$ cat src/rtl/sorted_priority_task_queue_macros.svh
// ----------------------------------------------------------------------------
// Sorted priority task queue assertion macros
// Concurrent assertion helpers shared by the queue RTL.
// ----------------------------------------------------------------------------
`ifndef SORTED_PRIORITY_TASK_QUEUE_MACROS_SVH
`define SORTED_PRIORITY_TASK_QUEUE_MACROS_SVH

`ifndef SYNTH
`define SPQ_ASSERT(label, prop) \
   label: assert property (@(posedge clock) disable iff (reset) (prop)) \
      else $error("queue assertion failed");
`define SPQ_ASSERT_NEXT(label, ante, cons) \
   label: assert property (@(posedge clock) disable iff (reset) (ante) |=> (cons)) \
      else $error("queue assertion failed");
`else
`define SPQ_ASSERT(label, prop)
`define SPQ_ASSERT_NEXT(label, ante, cons)
`endif

`endif

$ cat src/rtl/spq_pkg.sv
`timescale 1ns / 1ps
// ----------------------------------------------------------------------------
// Sorted priority task queue package
// Sizes, mode codes and the word and slot types of the queue.
// ----------------------------------------------------------------------------
package spq_pkg;

   localparam int CAPACITY = 64;
   localparam int OCC_W    = $clog2(CAPACITY + 1);
   localparam int FILL_W   = 7;
   localparam int DATA_W   = 64;
   localparam int PRIO_W   = 8;

   localparam logic MODE_INSERT = 1'b0;
   localparam logic MODE_POP    = 1'b1;

   typedef struct packed {
      logic                     mode;
      logic [DATA_W-1:0]        handler;
      logic [DATA_W-1:0]        argument;
      logic signed [PRIO_W-1:0] priority_req;
   } req_type;

   typedef struct packed {
      logic                     accepted;
      logic                     found;
      logic [DATA_W-1:0]        out_handler;
      logic [DATA_W-1:0]        out_argument;
      logic signed [PRIO_W-1:0] out_priority;
      logic [FILL_W-1:0]        fill_level;
   } rsp_type;

   typedef struct packed {
      logic                     valid;
      logic signed [PRIO_W-1:0] priority_val;
      logic [DATA_W-1:0]        handler;
      logic [DATA_W-1:0]        argument;
   } entry_type;

   typedef struct packed {
      logic      insert;
      logic      pop;
      entry_type entry;
   } cmd_type;

endpackage

$ cat src/rtl/spq_cell.sv
`timescale 1ns / 1ps
// ----------------------------------------------------------------------------
// Sorted priority task queue cell
// One slot of the sorted shift register: compares the incoming priority and
// keeps its entry, takes the new entry, or shifts from a neighbor.
// ----------------------------------------------------------------------------
module spq_cell (
   input  logic               clock,
   input  logic               reset,
   input  spq_pkg::cmd_type   cmd,
   input  spq_pkg::entry_type left_entry,
   input  logic               left_place,
   input  spq_pkg::entry_type right_entry,
   output spq_pkg::entry_type entry,
   output logic               place
);

   logic                          valid_ff;
   logic                          valid_in;
   logic signed [spq_pkg::PRIO_W-1:0] prio_ff;
   logic signed [spq_pkg::PRIO_W-1:0] prio_in;
   logic [spq_pkg::DATA_W-1:0]    handler_ff;
   logic [spq_pkg::DATA_W-1:0]    handler_in;
   logic [spq_pkg::DATA_W-1:0]    argument_ff;
   logic [spq_pkg::DATA_W-1:0]    argument_in;

   // The new word belongs at or before this slot when the slot is empty or
   // holds a strictly larger priority.
   assign place = !valid_ff || (prio_ff > cmd.entry.priority_val);

   always_comb begin
      valid_in    = valid_ff;
      prio_in     = prio_ff;
      handler_in  = handler_ff;
      argument_in = argument_ff;
      if (cmd.insert && place) begin
         if (left_place) begin
            valid_in    = left_entry.valid;
            prio_in     = left_entry.priority_val;
            handler_in  = left_entry.handler;
            argument_in = left_entry.argument;
         end else begin
            valid_in    = cmd.entry.valid;
            prio_in     = cmd.entry.priority_val;
            handler_in  = cmd.entry.handler;
            argument_in = cmd.entry.argument;
         end
      end else if (cmd.pop) begin
         valid_in    = right_entry.valid;
         prio_in     = right_entry.priority_val;
         handler_in  = right_entry.handler;
         argument_in = right_entry.argument;
      end
   end

   always_ff @(posedge clock) begin
      if (reset) begin
         valid_ff <= 1'b0;
      end else begin
         valid_ff <= valid_in;
      end
   end

   always_ff @(posedge clock) begin
      prio_ff     <= prio_in;
      handler_ff  <= handler_in;
      argument_ff <= argument_in;
   end

   assign entry.valid        = valid_ff;
   assign entry.priority_val = prio_ff;
   assign entry.handler      = handler_ff;
   assign entry.argument     = argument_ff;

endmodule

$ cat config.mk
export PLATFORM = sky130hd
export DESIGN_NAME = spq_cell
export DESIGN_NICKNAME = d
export VERILOG_FILES = /design/src/rtl/sorted_priority_task_queue_macros.svh /design/src/rtl/spq_pkg.sv /design/src/rtl/spq_cell.sv
export SDC_FILE = /design/constraint.sdc
export NUM_CORES = 1
export LEC_CHECK = 0
export BUFFER_PORTS_ARGS = -buffer_cell sky130_fd_sc_hd__buf_4
export CAP_MARGIN = 5
export CORE_AREA = 10 10 207 209
export DETAILED_ROUTE_END_ITERATION = 16
export DIE_AREA = 0 0 217 219
export GPL_ROUTABILITY_DRIVEN = 0
export PLACE_DENSITY = 0.51
export SYNTH_ARGS = -nofsm -noshare
export SYNTH_HDL_FRONTEND = slang
export SYNTH_SLANG_ARGS = --single-unit
$ cat constraint.sdc
create_clock -name clock -period 10.6 [get_ports clock]
set_clock_uncertainty 0.15 [all_clocks]
set_input_delay 1.06 -clock clock [delete_from_list [all_inputs] [get_ports clock]]
set_output_delay 1.06 -clock clock [all_outputs]
set_load 0.005 [all_outputs]
==> results.cfg <==
[setup_path]
crit_buf_inv = 3
timing.critical_path.fanout_max = 70
start_kind = primary input
crit_family = simple AND/OR/NAND/NOR gates
cp_cell_sequence = buf_4 > inv_1 > ha_1 > nand4_2 > o221ai_1 > a31o_2 > mux2_8 > or2_4 > buf_4
max_stage_delay_ps = 840
worstSetupEndpointType = flip-flop
path_common_cell = sky130_fd_sc_hd__buf_4
worst_path_max_delay_cell = sky130_fd_sc_hd__buf_4
cp_data_required_time_ps = 10500
timing_worst_setup_path_type = primary input to flip-flop
worst_setup_path_startpoint = cmd[135]
worst_ep_arrival_time_ps = 4410
critical_path.reg2reg.startpoint = prio_ff[7]

[logic_synthesis]
synth.ff_latch_count = 137
yosys.area_share.simple_pct = 1.138
avgSynthCellArea_sq_um = 16.57
synth.net_count = 915
yosysSeqAreaShare_pct = 50.45
main_combinational_cell_family_by_area_after_synthesis = multiplexers
synth_compound_area_share_pct = 1.015
post_synthesis_share_of_cell_area_spent_on_xor_and_xnor_gates_pct = 0
netlist_instances = 491
post_synth_instance_area_sq_mm = 0.008135
yosys_warnings = 0
post_synthesis_adder_cell_area_fraction_pct = 1.230
synth.lib_cells_used.distinct = 23
synth.area.mux_share_pct = 42.86

[global_routing]
grt_max_degree = 80
globalRoute.totalOverflow = 0
vias_in_the_first_global_route = 6855
antenna_found_initial = 1
gr-usage-all-layers_pct = 13.23
first_pass_grt_wire_length_mm = 46.20

[cells_and_area]
final_cell_mix = sky130_fd_sc_hd__buf_4 (556), sky130_fd_sc_hd__mux2_2 (147), sky130_fd_sc_hd__edfxtp_1 (136)
final_common_cell = sky130_fd_sc_hd__buf_4
layout.nets = 1459
syn2layout_area_growth_pct = 63.96
final_design_area_no_fill_sq_mm = 0.01334
share_of_post_route_cells_with_drive_strength_above_1_pct = 81.68

[hold_path]
timing.hold.worst.class = flip-flop to flip-flop
holdCritStartpoint = valid_ff

[placement]
dpl-instance-area_sq_mm = 0.01275
placement.io_buffers = 553
dpl.hpwl_mm = 27.79

[routing]
firstDrtPassIters = 4
detail_route.iter0.violations = 178
via_count = 6156
drcViolationCount = 0
postRouteWirelength_mm = 33.63
post_drt_via_cell_ratio = 3.929
final_antenna_net_count = 0
drt-wirelength-per-cell_um = 21.46

[run]
drv.max_cap_violation_count = 0

[cts]
cts_hold_buffers = 0
numClockSinks = 137
worst_skew_pair_latency_ps = 430
clock_tree_from_tritoncts = yes
cts.htree.levels = 4
clk_transition_reported_paths_ps = 60
clock_tree.root_cell = sky130_fd_sc_hd__clkbuf_16
cts_post_setup_buffers_inserted = 0
cts_repair_resize_count = 0
clk_path_buf_depth = 2
cts-buffers-inserted = 17

[sta]
finalCritPeriodShare_pct = 42.61
maxSlewHeadroom_pct = 34.32
setup_repair_after_global_routing_missed_its_margin = no
max_freq_ghz = 0.2214
finalSetupViolCount = 0
number_of_endpoints_with_negative_hold_slack_in_the_final_report = 0
timing_max_transition_violations_final = 0
setup_total_neg_slack_ps = 0
min_period_ps = 4516
worst-slew-pin-transition_ps = 985.2

[floorplanning]
ioPinCount = 554
core_footprint_sq_mm = 0.03856
die_width_um = 217
die-height_um = 219
num_rows = 72
floorplan.initialDensity_pct = 21.10
die_area_sq_mm = 0.04752

[run_status]
run_status = completed

[power_and_ir_drop]
power_density_mw_per_mm2 = 207.1
static_leakage_uw = 0.006156
max_rail_drop_vdd_mv = 0.1446
## per-stage QoR
stage | power (uW) | hold WS [ps] | worst slack (ps) | util [%] | instances
3_5_place_dp | 2209 | 601.5 | 5535 | 33.07 | 1534
6_report | 2762 | 617.1 | 6084 | 34.60 | 1567
2_1_floorplan | 1610 | 471.6 | 5900 | - | 491
5_1_grt | 2916 | 656.1 | 5790 | 34.60 | 1567
4_1_cts | 2831 | 618.4 | 5997 | 34.59 | 1566
3_3_place_gp | 2205 | 594.0 | 5556 | 33.07 | 1534
## worst paths after layout
kind,endpoint,slack [ps],depth (start not counted)
setup / recovery,argument_ff[2],6080,9
hold / removal,valid_ff,620,3
setup reg to reg,argument_ff[2],6410,7
hold reg to reg,valid_ff,620,3
## kinds of logic (layout without fill, tap and decap cells)
logic type / Yosys count / after routing
buffers and inverters: 42 / 599
AO/OA/AOI/OAI: 15 / 15
multiplexers: 270 / 270
adder cells (fa/ha/maj): 8 / 8
AND/OR/NAND/NOR: 19 / 19
flip-flops: 137 / 137
other: 0 / 1
## sequential cells by signal, summed over array words and instances (netlist names)
register     cells
handler_ff      64
argument_ff     64
valid_ff         1
prio_ff          8
## where the power goes
group / switching, uW / total, uW / internal [uW] / leakage, uW
combinational: 488 / 1200 / 708 / 0.00447
clock: 235 / 602 / 366 / 0.000288
sequential: 71.3 / 965 / 893 / 0.00140
## per-layer routing
metal	vias to the layer above	part of all wire [%]	GRT usage, %	wire length, um
met2	250	55	24.65	18450
met5	-	0	0	0
met4	0	1.0	3.449	345
met1	2916	37	13.73	12430
met3	15	7.2	4.828	2408
li1	2975	-	-	-
## worst register-to-register path, cell delays in order, from the launching register on
cell and delay [ps]:
sky130_fd_sc_hd__edfxtp_1 420, sky130_fd_sc_hd__ha_1 370, sky130_fd_sc_hd__nand4_2 140, sky130_fd_sc_hd__o221ai_1 110, sky130_fd_sc_hd__a31o_2 260, sky130_fd_sc_hd__mux2_8 560
sky130_fd_sc_hd__or2_4 840, sky130_fd_sc_hd__buf_4 840
## layout make-up
type                            instances  area (sq um)
Antenna cell                            1         2.502
Clock buffer                           18         429.2
Clock inverter                         14         156.4
Fill cell                            3936         25220
Inverter                               10         37.54
Multi-Input combinational cell        312          3776
Sequential cell                       137          4104
Tap cell                              518         648.1
Timing Repair Buffer                  557          4185
## synthesized netlist by cell type, drive strengths merged
master | number | share of area (%)
nand2 | 10 | 0.46
edfxtp | 136 | 50
a21oi | 3 | 0.18
nand2b | 3 | 0.23
or2 | 1 | 0.077
o221ai | 1 | 0.11
o21ai | 10 | 0.62
ha | 8 | 1.2
inv | 10 | 0.46
clkbuf | 14 | 0.65
a31o | 1 | 0.11
buf | 18 | 2.2
mux2i | 3 | 0.37
dfxtp | 1 | 0.25
nand4 | 2 | 0.23
mux2 | 267 | 42
nor2 | 3 | 0.14
Power figures use the tool's default switching activity.
